**src/hdl/crc8fr_pkg.sv**
```systemverilog
// Shared types, constants and the CRC-8 step function of the frame receiver.
package crc8fr_pkg;

  // Parser phase. The fourth code is unused and is parsed as a header start.
  typedef enum logic [1:0] {
    PH_HEADER  = 2'd0,
    PH_DATA    = 2'd1,
    PH_DISCARD = 2'd2
  } phase_e;

  // What closes a job after its optional body byte.
  typedef enum logic [1:0] {
    END_NONE  = 2'd0,
    END_RESP  = 2'd1,
    END_PEER  = 2'd2,
    END_AVAIL = 2'd3
  } end_e;

  // Result item kinds, as carried on the output tuser.
  typedef enum logic [1:0] {
    KIND_BODY = 2'd0,
    KIND_RESP = 2'd1,
    KIND_DONE = 2'd2,
    KIND_PEER = 2'd3
  } kind_e;

  localparam logic [7:0] CODE_ACK       = 8'd1;
  localparam logic [7:0] CODE_CHECKSUM  = 8'd2;
  localparam logic [7:0] CODE_BUSY      = 8'd3;
  localparam logic [7:0] CODE_AVAILABLE = 8'd4;

  localparam logic [1:0] STATUS_OK      = 2'd0;
  localparam logic [1:0] STATUS_CRC_ERR = 2'd1;
  localparam logic [1:0] STATUS_BUSY    = 2'd2;

  localparam logic [7:0] CRC_INIT   = 8'hFF;
  localparam logic [7:0] CRC_POLY   = 8'h07;
  localparam logic [7:0] CRC_XOROUT = 8'hFF;

  // Fixed leading bytes of a response frame: service 0, length 2.
  localparam logic [7:0] RESP_B0 = 8'h00;
  localparam logic [7:0] RESP_B1 = 8'h02;
  localparam logic [7:0] RESP_B2 = 8'h00;
  localparam int         RespLen = 6;

  localparam int TDATA_IN_W  = 16;
  localparam int TUSER_IN_W  = 1;
  localparam int TDATA_OUT_W = 48;
  localparam int TUSER_OUT_W = 2;

  localparam int APB_ADDR_W = 3;
  localparam int APB_DATA_W = 32;
  localparam int REG_IDX_W  = 1;
  localparam logic [REG_IDX_W-1:0] REG_RX_ENABLE = 1'b0;

  function automatic logic [7:0] crc8_step(logic [7:0] r, logic [7:0] b);
    logic [7:0] c;
    c = r ^ b;
    for (int i = 0; i < 8; i++) begin
      c = c[7] ? ((c << 1) ^ CRC_POLY) : (c << 1);
    end
    return c;
  endfunction

  // CRC state after the first four response bytes (checksum slot taken as 0xFF).
  localparam logic [7:0] RESP_PREFIX_CRC =
    crc8_step(crc8_step(crc8_step(crc8_step(CRC_INIT, RESP_B0), RESP_B1), RESP_B2), 8'hFF);

  typedef struct packed {
    logic       en;
    logic       value;
  } cfg_wr_t;

  // One classified input: an optional body byte and an optional closing burst.
  typedef struct packed {
    logic       body_vld;
    logic [7:0] body;
    end_e       end_kind;
    logic [7:0] svc;
    logic [15:0] len;
    logic [7:0] code;
    logic [1:0] status;
  } job_t;

endpackage

```
**src/hdl/crc8_framed_packet_receiver_core.sv**
```systemverilog
// Top level of the CRC-8 framed packet receiver: stream ports, register port, parts.
//
//   channel   direction  handshake             payload
//   s_axis    in         tvalid/tready         tuser: cmd; tdata: rx_byte, buffer_free
//   m_axis    out        tvalid/tready/tlast   tuser: kind; tdata: byte, svc, len, status, code
//   apb       in         psel/penable/pready   rx_enable at byte address 0
//
// Each input item is parsed in the cycle it is accepted; a received byte or command
// causes up to eight result items, sent one a cycle from the job queue through the
// output register unless m_axis_tready stalls it; one input item a cycle unless the queue fills.
// tready falls only while the job queue is full. Reset is asynchronous, active low,
// and clears parser state, the queue pointers and the output valid flag; no clearing pass.
module crc8_framed_packet_receiver_core #(
  parameter int QueueDepth = 4
) (
  input  logic                                  clk_i,
  input  logic                                  rst_ni,
  input  logic                                  s_axis_tvalid,
  output logic                                  s_axis_tready,
  // tdata: [7:0] rx_byte, [8] buffer_free, rest zero
  input  logic [crc8fr_pkg::TDATA_IN_W-1:0]     s_axis_tdata,
  // tuser: [0] cmd
  input  logic [crc8fr_pkg::TUSER_IN_W-1:0]     s_axis_tuser,
  output logic                                  m_axis_tvalid,
  input  logic                                  m_axis_tready,
  // tdata: [7:0] data_byte, [15:8] frame_service, [31:16] frame_length,
  //        [33:32] frame_status, [41:34] peer_code, rest zero
  output logic [crc8fr_pkg::TDATA_OUT_W-1:0]    m_axis_tdata,
  // tuser: [1:0] kind
  output logic [crc8fr_pkg::TUSER_OUT_W-1:0]    m_axis_tuser,
  output logic                                  m_axis_tlast,
  input  logic                                  psel,
  input  logic                                  penable,
  input  logic                                  pwrite,
  input  logic [crc8fr_pkg::APB_ADDR_W-1:0]     paddr,
  input  logic [crc8fr_pkg::APB_DATA_W-1:0]     pwdata,
  output logic [crc8fr_pkg::APB_DATA_W-1:0]     prdata,
  output logic                                  pready
);
  import crc8fr_pkg::*;

  cfg_wr_t               cfg;
  logic                  rx_enable;
  logic [REG_IDX_W-1:0]  reg_idx;
  logic                  q_full;
  logic                  q_empty;
  logic                  job_push;
  logic                  job_pop;
  job_t                  job_in;
  job_t                  job_head;
  logic [1:0]            kind;
  logic [7:0]            data_byte;
  logic [7:0]            frame_service;
  logic [15:0]           frame_length;
  logic [1:0]            frame_status;
  logic [7:0]            peer_code;

  assign pready    = 1'b1;
  assign reg_idx   = paddr[APB_ADDR_W-1:2];
  assign cfg.en    = psel && penable && pwrite && pready && (reg_idx == REG_RX_ENABLE);
  assign cfg.value = pwdata[0];
  assign prdata    = (reg_idx == REG_RX_ENABLE) ? APB_DATA_W'(rx_enable) : '0;

  crc8fr_front u_front (
    .clk_i         (clk_i),
    .rst_ni        (rst_ni),
    .in_valid_i    (s_axis_tvalid),
    .in_ready_o    (s_axis_tready),
    .cmd_i         (s_axis_tuser[0]),
    .rx_byte_i     (s_axis_tdata[7:0]),
    .buffer_free_i (s_axis_tdata[8]),
    .cfg_i         (cfg),
    .rx_enable_o   (rx_enable),
    .q_full_i      (q_full),
    .job_push_o    (job_push),
    .job_o         (job_in)
  );

  crc8fr_queue #(
    .Depth (QueueDepth)
  ) u_queue (
    .clk_i   (clk_i),
    .rst_ni  (rst_ni),
    .push_i  (job_push),
    .job_i   (job_in),
    .full_o  (q_full),
    .pop_i   (job_pop),
    .job_o   (job_head),
    .empty_o (q_empty)
  );

  crc8fr_back u_back (
    .clk_i           (clk_i),
    .rst_ni          (rst_ni),
    .job_valid_i     (!q_empty),
    .job_i           (job_head),
    .pop_o           (job_pop),
    .out_valid_o     (m_axis_tvalid),
    .out_ready_i     (m_axis_tready),
    .kind_o          (kind),
    .data_byte_o     (data_byte),
    .frame_service_o (frame_service),
    .frame_length_o  (frame_length),
    .frame_status_o  (frame_status),
    .peer_code_o     (peer_code),
    .last_o          (m_axis_tlast)
  );

  assign m_axis_tdata = {6'd0, peer_code, frame_status, frame_length, frame_service, data_byte};
  assign m_axis_tuser = kind;

endmodule

```
**src/hdl/crc8fr_front.sv**
```systemverilog
// Front part: header parser, CRC check and job classification, one item a cycle while the job queue is not full.
module crc8fr_front (
  input  logic                clk_i,
  input  logic                rst_ni,
  input  logic                in_valid_i,
  output logic                in_ready_o,
  input  logic                cmd_i,
  input  logic [7:0]          rx_byte_i,
  input  logic                buffer_free_i,
  input  crc8fr_pkg::cfg_wr_t cfg_i,
  output logic                rx_enable_o,
  input  logic                q_full_i,
  output logic                job_push_o,
  output crc8fr_pkg::job_t    job_o
);
  import crc8fr_pkg::*;

  phase_e      phase_q, phase_d;
  logic [1:0]  hdr_idx_q, hdr_idx_d;
  logic [7:0]  svc_q, svc_d;
  logic [15:0] len_q, len_d;
  logic [7:0]  chk_q, chk_d;
  logic [7:0]  crc_q, crc_d;
  logic [15:0] left_q, left_d;
  logic        busy_q, busy_d;
  logic [15:0] peer_q, peer_d;
  logic        rx_en_q, rx_en_d;

  logic        fire;
  logic        do_finish;
  logic        crc_ok;
  logic [15:0] pos;
  job_t        job;

  assign in_ready_o  = !q_full_i;
  assign fire        = in_valid_i && in_ready_o;
  assign rx_enable_o = rx_en_q;
  assign pos         = len_q - left_q;

  always_comb begin
    phase_d   = phase_q;
    hdr_idx_d = hdr_idx_q;
    svc_d     = svc_q;
    len_d     = len_q;
    chk_d     = chk_q;
    crc_d     = crc_q;
    left_d    = left_q;
    busy_d    = busy_q;
    peer_d    = peer_q;
    rx_en_d   = rx_en_q;
    do_finish = 1'b0;
    crc_ok    = 1'b0;
    job       = '0;
    job.end_kind = END_NONE;

    if (fire) begin
      if (cmd_i) begin
        if (busy_q) begin
          job.end_kind = END_AVAIL;
          job.code     = CODE_AVAILABLE;
        end
      end else if (!rx_en_q) begin
        phase_d   = PH_HEADER;
        hdr_idx_d = 2'd0;
        crc_d     = CRC_INIT;
      end else begin
        unique case (phase_q) inside
          PH_DATA, PH_DISCARD: begin
            if (phase_q == PH_DATA) begin
              crc_d = crc8_step(crc_q, rx_byte_i);
              if (pos == 16'd0) begin
                peer_d[7:0] = rx_byte_i;
              end else if (pos == 16'd1) begin
                peer_d[15:8] = rx_byte_i;
              end
              if (svc_q != 8'd0) begin
                job.body_vld = 1'b1;
                job.body     = rx_byte_i;
                job.svc      = svc_q;
                job.len      = len_q;
              end
            end
            left_d = left_q - 16'd1;
            if (left_d == 16'd0) do_finish = 1'b1;
          end
          default: begin
            phase_d = PH_HEADER;
            case (hdr_idx_q)
              2'd0: svc_d = rx_byte_i;
              2'd1: len_d[7:0] = rx_byte_i;
              2'd2: len_d[15:8] = rx_byte_i;
              default: chk_d = rx_byte_i;
            endcase
            // The checksum byte itself is covered as 0xFF.
            crc_d = crc8_step(crc_q, (hdr_idx_q == 2'd3) ? 8'hFF : rx_byte_i);
            if (hdr_idx_q == 2'd3) begin
              hdr_idx_d = 2'd0;
              busy_d    = !buffer_free_i;
              phase_d   = buffer_free_i ? PH_DATA : PH_DISCARD;
              left_d    = len_d;
              peer_d    = '0;
              if (len_d == 16'd0) do_finish = 1'b1;
            end else begin
              hdr_idx_d = hdr_idx_q + 2'd1;
            end
          end
        endcase
      end
    end

    if (do_finish) begin
      // Checked against the CRC that includes this item, before the parser restarts.
      crc_ok = (crc_d ^ CRC_XOROUT) == chk_d;
      if (phase_d == PH_DATA) begin
        if (svc_d != 8'd0) begin
          job.end_kind = END_RESP;
          job.svc      = svc_d;
          job.len      = len_d;
          job.code     = crc_ok ? CODE_ACK : CODE_CHECKSUM;
          job.status   = crc_ok ? STATUS_OK : STATUS_CRC_ERR;
        end else if (crc_ok) begin
          job.end_kind = END_PEER;
          job.svc      = peer_d[7:0];
          job.len      = len_d;
          job.code     = peer_d[15:8];
        end
      end else if (svc_d != 8'd0) begin
        job.end_kind = END_RESP;
        job.svc      = svc_d;
        job.len      = len_d;
        job.code     = CODE_BUSY;
        job.status   = STATUS_BUSY;
      end
      phase_d   = PH_HEADER;
      hdr_idx_d = 2'd0;
      crc_d     = CRC_INIT;
    end

    // The user must write only while idle; the block does not enforce it. Disabling restarts the parser.
    if (cfg_i.en) begin
      rx_en_d = cfg_i.value;
      if (!cfg_i.value) begin
        phase_d   = PH_HEADER;
        hdr_idx_d = 2'd0;
        crc_d     = CRC_INIT;
      end
    end
  end

  assign job_o      = job;
  assign job_push_o = fire && (job.body_vld || (job.end_kind != END_NONE));

  always_ff @(posedge clk_i or negedge rst_ni) begin
    if (!rst_ni) begin
      phase_q   <= PH_HEADER;
      hdr_idx_q <= 2'd0;
      svc_q     <= 8'd0;
      len_q     <= 16'd0;
      chk_q     <= 8'd0;
      crc_q     <= CRC_INIT;
      left_q    <= 16'd0;
      busy_q    <= 1'b0;
      peer_q    <= 16'd0;
      rx_en_q   <= 1'b0;
    end else begin
      phase_q   <= phase_d;
      hdr_idx_q <= hdr_idx_d;
      svc_q     <= svc_d;
      len_q     <= len_d;
      chk_q     <= chk_d;
      crc_q     <= crc_d;
      left_q    <= left_d;
      busy_q    <= busy_d;
      peer_q    <= peer_d;
      rx_en_q   <= rx_en_d;
    end
  end

endmodule

```
**src/hdl/crc8fr_queue.sv**
```systemverilog
// Small job queue between the front parser and the back result sequencer.
module crc8fr_queue #(
  parameter int Depth = 4
) (
  input  logic             clk_i,
  input  logic             rst_ni,
  input  logic             push_i,
  input  crc8fr_pkg::job_t job_i,
  output logic             full_o,
  input  logic             pop_i,
  output crc8fr_pkg::job_t job_o,
  output logic             empty_o
);
  import crc8fr_pkg::*;

  localparam int PtrW = (Depth > 1) ? $clog2(Depth) : 1;
  localparam int CntW = $clog2(Depth + 1);

  job_t            mem_q [Depth];
  logic [PtrW-1:0] wr_q, wr_d;
  logic [PtrW-1:0] rd_q, rd_d;
  logic [CntW-1:0] cnt_q, cnt_d;
  logic            do_push;
  logic            do_pop;

  assign full_o  = cnt_q == CntW'(Depth);
  assign empty_o = cnt_q == '0;
  assign job_o   = mem_q[rd_q];
  assign do_push = push_i && !full_o;
  assign do_pop  = pop_i && !empty_o;

  always_comb begin
    wr_d  = wr_q;
    rd_d  = rd_q;
    cnt_d = cnt_q;
    if (do_push) wr_d = (wr_q == PtrW'(Depth - 1)) ? '0 : wr_q + 1'b1;
    if (do_pop)  rd_d = (rd_q == PtrW'(Depth - 1)) ? '0 : rd_q + 1'b1;
    if (do_push && !do_pop) begin
      cnt_d = cnt_q + 1'b1;
    end else if (do_pop && !do_push) begin
      cnt_d = cnt_q - 1'b1;
    end
  end

  always_ff @(posedge clk_i) begin
    if (do_push) mem_q[wr_q] <= job_i;
  end

  always_ff @(posedge clk_i or negedge rst_ni) begin
    if (!rst_ni) begin
      wr_q  <= '0;
      rd_q  <= '0;
      cnt_q <= '0;
    end else begin
      wr_q  <= wr_d;
      rd_q  <= rd_d;
      cnt_q <= cnt_d;
    end
  end

endmodule

```
**src/hdl/crc8fr_back.sv**
```systemverilog
// Back part: expands each queued job into result items behind an output register.
module crc8fr_back (
  input  logic             clk_i,
  input  logic             rst_ni,
  input  logic             job_valid_i,
  input  crc8fr_pkg::job_t job_i,
  output logic             pop_o,
  output logic             out_valid_o,
  input  logic             out_ready_i,
  output logic [1:0]       kind_o,
  output logic [7:0]       data_byte_o,
  output logic [7:0]       frame_service_o,
  output logic [15:0]      frame_length_o,
  output logic [1:0]       frame_status_o,
  output logic [7:0]       peer_code_o,
  output logic             last_o
);
  import crc8fr_pkg::*;

  logic        body_sent_q, body_sent_d;
  logic [2:0]  step_q, step_d;
  logic        valid_q, valid_d;
  kind_e       kind_q, kind_d;
  logic [7:0]  data_q, data_d;
  logic [7:0]  svc_q, svc_d;
  logic [15:0] len_q, len_d;
  logic [1:0]  status_q, status_d;
  logic [7:0]  code_q, code_d;
  logic        last_q, last_d;

  logic        load;
  logic        emit;
  logic        is_body;
  logic [7:0]  resp_crc;
  logic [7:0]  resp_byte;

  assign load     = !valid_q || out_ready_i;
  assign emit     = job_valid_i && load;
  assign is_body  = job_i.body_vld && !body_sent_q;
  assign resp_crc = crc8_step(crc8_step(RESP_PREFIX_CRC, job_i.svc), job_i.code) ^ CRC_XOROUT;

  always_comb begin
    case (step_q)
      3'd0:    resp_byte = RESP_B0;
      3'd1:    resp_byte = RESP_B1;
      3'd2:    resp_byte = RESP_B2;
      3'd3:    resp_byte = resp_crc;
      3'd4:    resp_byte = job_i.svc;
      3'd5:    resp_byte = job_i.code;
      default: resp_byte = 8'd0;
    endcase
  end

  always_comb begin
    kind_d   = KIND_BODY;
    data_d   = 8'd0;
    svc_d    = job_i.svc;
    len_d    = job_i.len;
    status_d = STATUS_OK;
    code_d   = 8'd0;
    last_d   = 1'b1;

    if (is_body) begin
      data_d = job_i.body;
      last_d = job_i.end_kind == END_NONE;
    end else begin
      case (job_i.end_kind) inside
        END_RESP, END_AVAIL: begin
          if (step_q < 3'(RespLen)) begin
            kind_d = KIND_RESP;
            data_d = resp_byte;
            last_d = (job_i.end_kind == END_AVAIL) && (step_q == 3'(RespLen - 1));
          end else begin
            kind_d   = KIND_DONE;
            status_d = job_i.status;
          end
        end
        END_PEER: begin
          kind_d = KIND_PEER;
          code_d = job_i.code;
        end
        default: last_d = 1'b1;
      endcase
    end

    body_sent_d = body_sent_q;
    step_d      = step_q;
    pop_o       = 1'b0;
    if (emit) begin
      if (last_d) begin
        pop_o       = 1'b1;
        body_sent_d = 1'b0;
        step_d      = 3'd0;
      end else if (is_body) begin
        body_sent_d = 1'b1;
      end else begin
        step_d = step_q + 3'd1;
      end
    end

    valid_d = load ? emit : valid_q;
  end

  always_ff @(posedge clk_i or negedge rst_ni) begin
    if (!rst_ni) begin
      body_sent_q <= 1'b0;
      step_q      <= 3'd0;
      valid_q     <= 1'b0;
    end else begin
      body_sent_q <= body_sent_d;
      step_q      <= step_d;
      valid_q     <= valid_d;
    end
  end

  always_ff @(posedge clk_i) begin
    if (emit) begin
      kind_q   <= kind_d;
      data_q   <= data_d;
      svc_q    <= svc_d;
      len_q    <= len_d;
      status_q <= status_d;
      code_q   <= code_d;
      last_q   <= last_d;
    end
  end

  assign out_valid_o     = valid_q;
  assign kind_o          = kind_q;
  assign data_byte_o     = data_q;
  assign frame_service_o = svc_q;
  assign frame_length_o  = len_q;
  assign frame_status_o  = status_q;
  assign peer_code_o     = code_q;
  assign last_o          = last_q;

endmodule

```
**config.mk**
```make
export PLATFORM = sky130hd
export DESIGN_NAME = crc8_framed_packet_receiver_core
export DESIGN_NICKNAME = d
export VERILOG_FILES = /design/src/hdl/crc8fr_pkg.sv /design/src/hdl/crc8_framed_packet_receiver_core.sv /design/src/hdl/crc8fr_front.sv /design/src/hdl/crc8fr_queue.sv /design/src/hdl/crc8fr_back.sv
export SDC_FILE = /design/constraint.sdc
export NUM_CORES = 1
export LEC_CHECK = 0
export ABC_CLOCK_PERIOD_IN_PS = 6300
export BUFFER_PORTS_ARGS = -buffer_cell sky130_fd_sc_hd__buf_2
export CAP_MARGIN = 10
export CORE_MARGIN = 4
export CORE_UTILIZATION = 49
export DETAILED_ROUTE_END_ITERATION = 12
export PLACE_DENSITY = 0.78
export SYNTH_ARGS = -nofsm -noshare
export SYNTH_HDL_FRONTEND = slang
export SYNTH_HIERARCHICAL = 1
export SYNTH_SLANG_ARGS = --single-unit
export TNS_END_PERCENT = 30
```
**constraint.sdc**
```tcl
create_clock -name clk_i -period 6.3 [get_ports clk_i]
set_input_delay 0.945 -clock clk_i [delete_from_list [all_inputs] [get_ports clk_i]]
set_output_delay 0.945 -clock clk_i [all_outputs]
set_load 0.005 [all_outputs]
```
# Yosys cells after proc, flatten, opt, wreduce, memory -nomap -nowiden
# Memory sizes are Yosys's and may differ from the RTL's.
# Cells that the tools add are included.
# totals
ram_bits,180
ff_bits,135
output_inout_bits,86
mem_count,1
elab_cells,283
in_bits,59
# memory_table
memory,words,word_bits,rd,rd_clocked_by_memory_dff,write_ports,line_no,source
u_queue.mem_q,4,45,1,0,1,crc8fr_queue.sv:19,job_t mem_q [Depth];
# classes
addsub,8
mux,146
eq_ne,19
n_lt_le_gt_ge,1
reduce_logical,42
n_bitwise,43
# ops
op,count
$mux 8,36
$mux 16,12
$mux 24,5
$mux 3,37
$mux 36,3
$not 3->3,32
$mux 34,2
$mux 2,26
$logic_not 16->1,3
$mux 9,5
$mux 43,1
$pmux 8 s4,1
$xor 8x8->8,3
$mux 1,18
$eq 16x1->1 const B,1
$not 8->8,2
$reduce_bool 8->1,2
$sub 16x1->16 const B,1
$sub 16x16->16,1
$eq 2x2->1 const B,7
$logic_and 1x1->1,12
$eq 3x3->1 const B,3
$eq 2x1->1 const B,4
$eq 8x8->1,1
20 further kinds,41

# Longest topological paths before layout
# Gate-level depths: netlist of run 1.
# An unclocked memory read counts as a cell.
# logic_depth
word_depth,39
mapped_depth,21

# Cells and area by module
# Netlist of run 1, hierarchy kept.
# modules_own_cells
mod,cells_each,n_inst,area_each_um2
crc8fr_queue,272,1,6936.7
crc8fr_front,793,1,6540.0
crc8fr_back,160,1,2346.0
crc8_framed_packet_receiver_core,43,1,315.3

# Least setup slack after synthesis of run 1
# Ideal clock, no wire load.
# synth_timing
kind,input to register
from,in s_axis_tdata[2] in the netlist's numbering
to,"mem u_queue/mem_q[0][0] in the netlist's numbering, enable pin"
path_buffers,2
required_ns,5.893
setup_slack_ns,1.468
setup_time_ns,0.407
path_stages,14
arrival_ns,4.425
cell_sequence,clkbuf_1 -> nor2_1 -> xnor2_1 -> xor3_1 -> o211ai_1 -> xor2_1 -> o311a_1 -> nand4_1 -> nor2_1 -> nand2_1 -> nand2_1 -> nor2b_1 -> buf_2 -> and2_1
# synth_via
elab_chain_len,23
# synth_rtl
element,line_no,source
from (decl),crc8_framed_packet_receiver_core.sv:21,"input logic [crc8fr_pkg::TDATA_IN_W-1:0] s_axis_tdata,"
$mux 8 or $xor 8x8->8 (tied branches),"crc8fr_front.sv:95, crc8fr_pkg.sv:58",
$xor 8x8->8 or $mux 3 (tied branches),"crc8fr_pkg.sv:58, crc8fr_pkg.sv:60",
$mux 3 or $not 3->3 (tied branches),n/a,
$not 3->3 (no line) or $mux 3 (tied branches),n/a,
$mux 3 or $not 3->3 (tied branches),n/a,
$not 3->3 (no line) or $mux 3 (tied branches),n/a,
$mux 3 or $mux 8 (tied branches),"crc8fr_pkg.sv:60, crc8fr_front.sv:69",
$mux 8,crc8fr_front.sv:67,unique case (phase_q) inside
(+9 left out),n/a,
$reduce_bool 2->1 (*),crc8fr_front.sv:151,assign job_push_o = fire && (job.body_vld || (job.end_kind != END_NONE));
$logic_or 1x1->1 (*),crc8fr_front.sv:151,
$logic_and 1x1->1 (*),crc8fr_front.sv:151,
net job_push,crc8_framed_packet_receiver_core.sv:47,logic job_push;
$logic_and 1x1->1 (*),crc8fr_queue.sv:29,assign do_push = push_i && !full_o;
net u_queue.do_push,crc8fr_queue.sv:23,logic do_push;
$mux 1 (*),crc8fr_queue.sv:46,if (do_push) mem_q[wr_q] <= job_i;
$mux 1 (implied by the code) (*),crc8fr_queue.sv:46,
to (decl),crc8fr_queue.sv:19,
# The timed path passes the listed nets; every way through them passes the cells marked *. The select of a mux whose other input is x is not followed.

==> results of run 1 <==
flip-flops by register name (all words and copies together), names as in the netlist, 2 cells and up:
| register | flops |
|---|---|
| u_queue/rd_q | 2 |
| u_back/data_byte_o | 8 |
| u_front/chk_q | 8 |
| u_front/len_q | 16 |
| u_back/frame_service_o | 8 |
| u_front/crc_q | 8 |
| u_back/peer_code_o | 8 |
| u_back/frame_status_o | 2 |
| u_queue/wr_q | 2 |
| u_front/hdr_idx_q | 2 |
| u_back/frame_length_o | 16 |
| u_front/phase_q | 2 |
| u_back/step_q | 3 |
| u_queue/mem_q | 180 |
| u_front/peer_q | 16 |
| u_front/svc_q | 8 |
| u_back/kind_o | 2 |
| u_front/left_q | 16 |
| u_queue/cnt_q | 3 |
power groups by stage:
stage	Clock [mW]	Sequential (mW)	Combinational [mW]
2_1_floorplan	0	2.78	2.08
3_3_place_gp	0	2.86	2.62
3_5_place_dp	0	2.87	2.66
4_1_cts	1.81	2.84	2.69
5_1_grt	1.91	2.88	2.96
6_report	1.77	2.84	2.71
area by class of cell:
cell class	instances	area [µm²]	area share, %
clock inverter	22	180	1.01
clock buffer	36	805	4.52
timing repair buffer	83	510	2.87
inverter	53	199	1.12
tap	442	553	3.11
multi-input combinational	842	6520	36.6
sequential	315	9020	50.7
metal layers:
metal / global-route usage, % / vias to the layer above / part of all wire (%)
li1: - / 4787 / -
met1: 29.9 / 5197 / 43
met2: 32.1 / 460 / 47
met3: 3.24 / 63 / 8.1
met4: 5.40 / 0 / 2.0
met5: 0 / - / 0
worst max-delay path, delay by kind of cell, from the launching register on:
kind                       cells  cell delay (ns)
adders and majority gates      2             0.69
muxes                          2             0.69
and+or+nand+nor               11             2.98
buffers and inverters          1             0.07
DFF                            1             0.46
logic make-up (layout without fill, tap and decap cells):
| family | after synthesis | in the layout | synth area share [%] |
|---|---|---|---|
| mux | 87 | 87 | 9.05 |
| fa+ha+maj | 34 | 34 | 2.73 |
| other cells | 2 | 38 | 0.0465 |
| xor+xnor | 82 | 82 | 6.19 |
| flops | 315 | 315 | 55.9 |
| simple gates | 360 | 360 | 11.3 |
| buf+inv | 147 | 194 | 4.63 |
| compound gates | 241 | 241 | 10.2 |
cells in the mapped netlist, types with 4 or more instances:
library cell / number
a21o_1: 11
a21oi_1: 52
a22o_1: 14
a22oi_1: 10
a2bb2oi_1: 4
a31oi_1: 7
and2_1: 33
and3_1: 16
buf_2: 18
buf_4: 40
clkbuf_1: 32
dfrtp_1: 82
dfstp_2: 8
edfxtp_1: 225
ha_1: 32
inv_1: 53
mux2_2: 12
mux2i_1: 27
mux4_2: 45
nand2_1: 113
nand2b_1: 13
nand3_1: 26
nand4_1: 14
nor2_1: 56
nor2b_1: 16
nor3_1: 33
nor3b_1: 4
nor4_1: 11
o211ai_1: 11
o21a_1: 9
o21ai_0: 56
o221ai_1: 10
o31ai_1: 7
or2_2: 4
xnor2_1: 39
xnor3_1: 12
xor2_1: 23
xor3_1: 5
worst max path at each step:
stage,start,to,slack [ns],depth (start not counted)
floorplan,s_axis_tdata[2],u_queue/mem_q[0][0]$_DFFE_PP_,1.47,14
global placement,s_axis_tuser,u_queue/cnt_q[2]$_DFFE_PN0P_,1.02,17
detailed placement,s_axis_tdata[5],u_queue/cnt_q[2]$_DFFE_PN0P_,0.95,18
CTS,u_front/phase_q[0]$_DFF_PN0_,u_queue/cnt_q[2]$_DFFE_PN0P_,1.33,18
global route,u_front/left_q[1]$_DFFE_PN0P_,u_queue/cnt_q[2]$_DFFE_PN0P_,0.81,19
finish,u_queue/cnt_q[0]$_DFFE_PN0P_,u_queue/cnt_q[1]$_DFFE_PN0P_,1.28,16
metrics by stage:
stage / cells / utilization (%) / area [µm²] / hold WS [ns] / total power, mW
2_1_floorplan: 1304 / - / 16300 / 0.449 / 4.86
3_3_place_gp: 1735 / 51.6 / 16800 / 0.470 / 5.48
3_5_place_dp: 1735 / 51.6 / 16800 / 0.474 / 5.54
4_1_cts: 1793 / 54.7 / 17800 / 0.223 / 7.33
5_1_grt: 1793 / 54.7 / 17800 / 0.228 / 7.74
6_report: 1793 / 54.7 / 17800 / 0.237 / 7.33
==> metrics.md, run 1 <==
| Metric | Value |
|---|---|
| Die Y | between 150 and 200 µm |
| Unrepaired setup endpoints after global routing | no |
| Clock Tree Buf Depth | 3 |
| Synth cell types | 90 |
| Maximum fanout along the worst path | 10 |
| Post-synth top area share | 41.9% |
| Clock sinks | 315 |
| Vias per Instance | just under 6 |
| # setup viols final | 0 |
| First-pass GRT wire length | 58.7 mm |
| Comb power frac | a little under two fifths |
| Fill cells | ~2.6k |
| Crit. End Element | flop |
| Avg WL per Cell | roughly 20 µm |
| Post-synthesis sequential area ratio | between 50% and 60% |
| Global-route usage over all layers | about a fifth |
| CP arrival | around 5.5 ns |
| Vias | 10.5k |
| Worst Clk Skew | about 0.026 ns |
| Net Sw Frac | approximately a third |
| Top cells by area, synth | edfxtp_1 (42%), dfrtp_1 (13%), mux4_2 (6.3%) |
| R2R depth | 16 |
| Share of layout cells above drive strength 1 | 16.7% |
| RePlAce Congestion | about 0.90 |
| H-tree depth | 1 |
| FF-to-FF Start | u_queue/cnt_q[0]$_DFFE_PN0P_ |
| Synth warn | 6 |
| Run status | finished, final reports clean |
| Pwr/cell area | between 400 and 500 mW/mm² |
| Max-slew headroom | 21.6% |
| Final min period | ~5.0 ns |
| Fin. max-slew vios | 0 |
| Residual DRC | 0 |
| P_sw | 2.58 mW |
| Clock transition at path regs | 0.06 ns |
| Startpoint Class | flop |
| Port bufs | 66 |
| Top_reg_cell synth | edfxtp_1 |
| FP Rows | 66 |
| Initial antenna violation count | 0 |
| FMAX | approximately 200 MHz |
| Number of I/O pins | between 100 and 150 |
| P_int | 4.75 mW |
| Hold Buf Count CTS | 0 |
| Skew-Pair Late Insertion Delay | 0.56 ns |
| Clock power share | between 20% and 30% |
| Sum of negative setup slack | 0 ns |
| Critical path class | flop to flop |
| CP most frequent cell | nand2_1 |
| # diodes | 0 |
| Final worst-path cycle share | between 70% and 80% |
| Post-CTS Setup Bufs | 0 |
| Total Routed Length | roughly 37 mm |
| Slew @ Worst Pin | roughly 1.2 ns |
| Critical R2R Capture | u_queue/cnt_q[1]$_DFFE_PN0P_ |
| CP Data Required Time | 6.75 ns |
| DRT Pass-1 Iters | 5 |
| Yosys top cell by area | edfxtp_1 |
| Peak supply drop | around 250 µV |
| Post-CTS Resized | 0 |
| CTS root buffer | clkbuf_16 |
| HPWL Detailed | around 25 mm |
| Register bit total from synthesis | between 300 and 400 |
| Static Leak | 7.14 nW |
| Core area | 0.0325 mm² |
| Total global routing overflow | 0 |
| Num CTS Buffers | 31 |
| Final setup margin | 1.28 ns |
| Die width | approximately 190 µm |
| Most common cell after layout, fill and taps aside | edfxtp_1 |
| Most frequent cells in the layout | edfxtp_1 (225), nand2_1 (113), dfrtp_1 (80) |
| Pre-CTS setup slack | 0.952 ns |
| Die area | approximately 0.036 mm² |
| Final layout net count | approximately 1.4k |
| Post-DRT Antenna Nets | 0 |
| Vias in the first global route | a little over 10k |
| CP cell instances | nor3b_2, nand4bb_1, nor2_1, nand2_1, mux2_2, nor4_1, nand2_1, nand2_1, nand2_1, nor2_1, nand2_1, nor2b_1, ha_1, inv_1, fa_1, mux2_2 |
| Maxcap violations | 0 |
| Fraction of registers with async set/reset | about 29% |
| Reg power frac | 38.8% |
| Post-Syn Area | roughly 0.016 mm² |
| Worst path max stage delay | roughly 0.57 ns |
| Initial DRC Count | 1252 |
| Largest net degree at the start of global routing | 78 |
| Area Overhead vs Synth | 10.2% |
| Slowest cell on crit path | nand4bb_1 |
| Initial Util | between 40% and 50% |
| HP Class | primary input to asynchronous set/reset pin |
| R2r setup slk | ~1.3 ns |
| Cells after Synth | roughly 1.3k |
| Avg Inst Size Synth | ~13 µm² |
| Fin. Hold Viols | 0 |
| CTS tree | built |
| Number of flops mapped to enable cells by yosys | 225 |
Note: power is estimated with default switching activity, not from simulation.
==> run 2, diff against run 1 <==
--- a/config.mk
+++ b/config.mk
@@ -5,7 +5,7 @@
 export SDC_FILE = /design/constraint.sdc
 export NUM_CORES = 1
 export LEC_CHECK = 0
-export ABC_CLOCK_PERIOD_IN_PS = 6300
+export ABC_CLOCK_PERIOD_IN_PS = 5000
 export BUFFER_PORTS_ARGS = -buffer_cell sky130_fd_sc_hd__buf_2
 export CAP_MARGIN = 10
 export CORE_MARGIN = 4
==> constraint.sdc (replaced) <==
create_clock -name clk_i -period 5 [get_ports clk_i]
set_input_delay 0.75 -clock clk_i [delete_from_list [all_inputs] [get_ports clk_i]]
set_output_delay 0.75 -clock clk_i [all_outputs]
set_load 0.005 [all_outputs]
==> metrics.md, run 2 (same netlist as run 1, synthesis figures left out) <==
| Metric | Value |
|---|---|
| Maxcap violations | 0 (unchanged) |
| HP Class | primary input to asynchronous set/reset pin (unchanged) |
| # diodes | 0 (unchanged) |
| Initial Util | 49.6% (unchanged) |
| Clock Tree Buf Depth | 3 (unchanged) |
| Area Overhead vs Synth | 12.4% (was 10.2%) |
| CP cell instances | inv_1, ha_1, mux2i_1, nand4_1, or3_1, o31ai_2, nand2_1, nand2_1, nor2_1, nand2_1, nor2b_1, ha_1, inv_1, fa_1, xor2_1, nor2_1, xor2_1 (was nor3b_2, nand4bb_1, nor2_1, nand2_1, mux2_2, nor4_1, nand2_1, nand2_1, nand2_1, nor2_1, nand2_1, nor2b_1, ha_1, inv_1, fa_1, mux2_2) |
| Final min period | 4.63 ns (was 5.02 ns) |
| Number of I/O pins | 145 (unchanged) |
| Largest net degree at the start of global routing | 63 (was 78) |
| Worst Path Buf+Inv | 2 (was 1) |
| FP Rows | 66 (unchanged) |
| Residual DRC | 0 (unchanged) |
| Worst Clk Skew | 0.0250 ns (was 0.0263 ns) |
| Clock transition at path regs | 0.06 ns (about the same) |
| Die width | 189 µm (unchanged) |
| Post-DRT Antenna Nets | 0 (unchanged) |
| Worst path max stage delay | 0.57 ns (about the same) |
| Initial antenna violation count | 0 (unchanged) |
| Clock sinks | 315 (unchanged) |
| Total Routed Length | 38.2 mm (was 36.8 mm) |
| Skew-Pair Late Insertion Delay | 0.53 ns (was 0.56 ns) |
| CP arrival | 5.06 ns (was 5.47 ns) |
| R2R depth | 17 (was 16) |
| Maximum fanout along the worst path | 11 (was 10) |
| Static Leak | 7.32 nW (was 7.14 nW) |
| Inst Count DP | 1751 (was 1735) |
| Initial DRC Count | 1118 (was 1252) |
| Slowest cell on crit path | ha_1 (was nand4bb_1) |
| Hold WS | 0.371 ns (was 0.237 ns) |
| CP Data Required Time | 5.44 ns (was 6.75 ns) |
| Fin. Hold Viols | 0 (unchanged) |
| Largest register FFs | 180 (unchanged) |
| Slew @ Worst Pin | 1.02 ns (was 1.16 ns) |
| Die Y | 189 µm (unchanged) |
| Peak supply drop | 307 µV (was 255 µV) |
| Total global routing overflow | 0 (unchanged) |
| Final worst-path cycle share | 92.5% (was 79.7%) |
| Max-slew headroom | 32.0% (was 21.6%) |
| Critical path class | flop to flop (unchanged) |
| Stages on the worst setup path | 17 (was 16) |
| Core area | 0.0325 mm² (unchanged) |
| Crit path launch | u_front/hdr_idx_q[0]$_DFF_PN0_ (was u_queue/cnt_q[0]$_DFFE_PN0P_) |
| Share of layout cells above drive strength 1 | 18.2% (was 16.7%) |
| First-pass GRT wire length | 60.3 mm (was 58.7 mm) |
| Most common cell after layout, fill and taps aside | edfxtp_1 (unchanged) |
| R2r setup slk | 0.37 ns (was 1.28 ns) |
| Sum of negative setup slack | 0 ns (unchanged) |
| Vias per Instance | 5.98 (was 5.86) |
| Hold Buf Count CTS | 0 (unchanged) |
| Vias | 10.9k (was 10.5k) |
| Startpoint Class | flop (unchanged) |
| Biggest register | u_queue/mem_q (unchanged) |
| Crit. End Element | flop (unchanged) |
| # setup viols final | 0 (unchanged) |
| Fin. max-slew vios | 0 (unchanged) |
| CTS tree | built (unchanged) |
| RePlAce Congestion | 0.920 (was 0.898) |
| Design Power | 9.74 mW (was 7.33 mW) |
| Pwr/cell area | 537 mW/mm² (was 412 mW/mm²) |
| Num CTS Buffers | 35 (was 31) |
| HPWL Detailed | 26.0 mm (was 25.0 mm) |
| Vias in the first global route | 10.7k (was 10.3k) |
| Worst setup path endpoint | u_queue/cnt_q[2]$_DFFE_PN0P_ (was u_queue/cnt_q[1]$_DFFE_PN0P_) |
| Die area | 0.0359 mm² (unchanged) |
| Avg WL per Cell | 21.0 µm (was 20.5 µm) |
| Most frequent cells in the layout | edfxtp_1 (225), nand2_1 (113), dfrtp_1 (80) (unchanged) |
| DRT Pass-1 Iters | 8 (was 5) |
| Fill cells | 2659 (was 2648) |
| Delay-heaviest family, CP | simple AND/OR/NAND/NOR gates (unchanged) |
| Port bufs | 66 (unchanged) |
| Run status | finished, final reports clean (unchanged) |
| Global-route usage over all layers | 21.1% (was 20.4%) |
| FF-to-FF Start | u_front/hdr_idx_q[0]$_DFF_PN0_ (was u_queue/cnt_q[0]$_DFFE_PN0P_) |
| Final non-filler cell total | 1814 (was 1793) |
| CTS root buffer | clkbuf_16 (unchanged) |
| Unrepaired setup endpoints after global routing | no (unchanged) |
| Critical R2R Capture | u_queue/cnt_q[2]$_DFFE_PN0P_ (was u_queue/cnt_q[1]$_DFFE_PN0P_) |
| H-tree depth | 2 (was 1) |
| CP most frequent cell | nand2_1 (unchanged) |
| Final layout net count | 1439 (was 1419) |
| FMAX | 216 MHz (was 199 MHz) |
## run 2: layout make-up
cell class                 instances  area [µm²]  share of cell area, %
timing repair buffer              99         631                   3.48
tap                              442         553                   3.05
inverter                          53         199                   1.10
sequential                       315        9020                   49.7
clock buffer                      42         943                   5.20
clock inverter                    21         262                   1.44
multi-input combinational        842        6530                   36.0
## run 2: how the worst min path moves through the flow
stage	from	to	slack (ns)	depth (start not counted)
2_1_floorplan	rst_ni	u_back/body_sent_q$_DFFE_PN0P_	0.45	0
3_3_place_gp	u_front/busy_q$_DFFE_PN0P_	u_front/busy_q$_DFFE_PN0P_	0.47	1
3_5_place_dp	u_front/busy_q$_DFFE_PN0P_	u_front/busy_q$_DFFE_PN0P_	0.47	1
4_1_cts	rst_ni	u_front/svc_q[6]$_DFF_PN0_	0.38	1
5_1_grt	rst_ni	u_front/peer_q[11]$_DFF_PN0_	0.42	1
6_report	rst_ni	u_front/chk_q[2]$_DFF_PN0_	0.37	1
## run 2: metal layers
layer / up-vias / GRT usage (%) / share of wire [%]
li1: 4838 / - / -
met2: 528 / 34.5 / 48
met5: - / 0 / 0
met1: 5397 / 29.6 / 42
met3: 89 / 3.52 / 7.9
met4: 0 / 6.23 / 3.0
## run 2: report_power, final
part           internal, mW  total, mW  leakage, nW  switching, mW
Combinational          1.54       3.44         3.26           1.89
Clock                  1.62       2.68        0.587           1.06
Sequential             3.22       3.63         3.48          0.412
Total                  6.38       9.74         7.32           3.36
## run 2: timing repair
| action | in CTS | in global routing |
|---|---|---|
| setup buffers | 0 | 0 |
| endpoints found under the setup margin | 0 | 1 |
| gates resized for setup | 0 | 1 |
## run 2: metrics by stage
stage	area (µm²)	worst slack [ns]	util (%)
floorplan	16300	0.339	-
global placement	16900	0.467	52.0
detailed placement	16900	0.309	52.0
CTS	18100	0.398	55.7
global route	18100	0.112	55.7
finish	18100	0.373	55.7
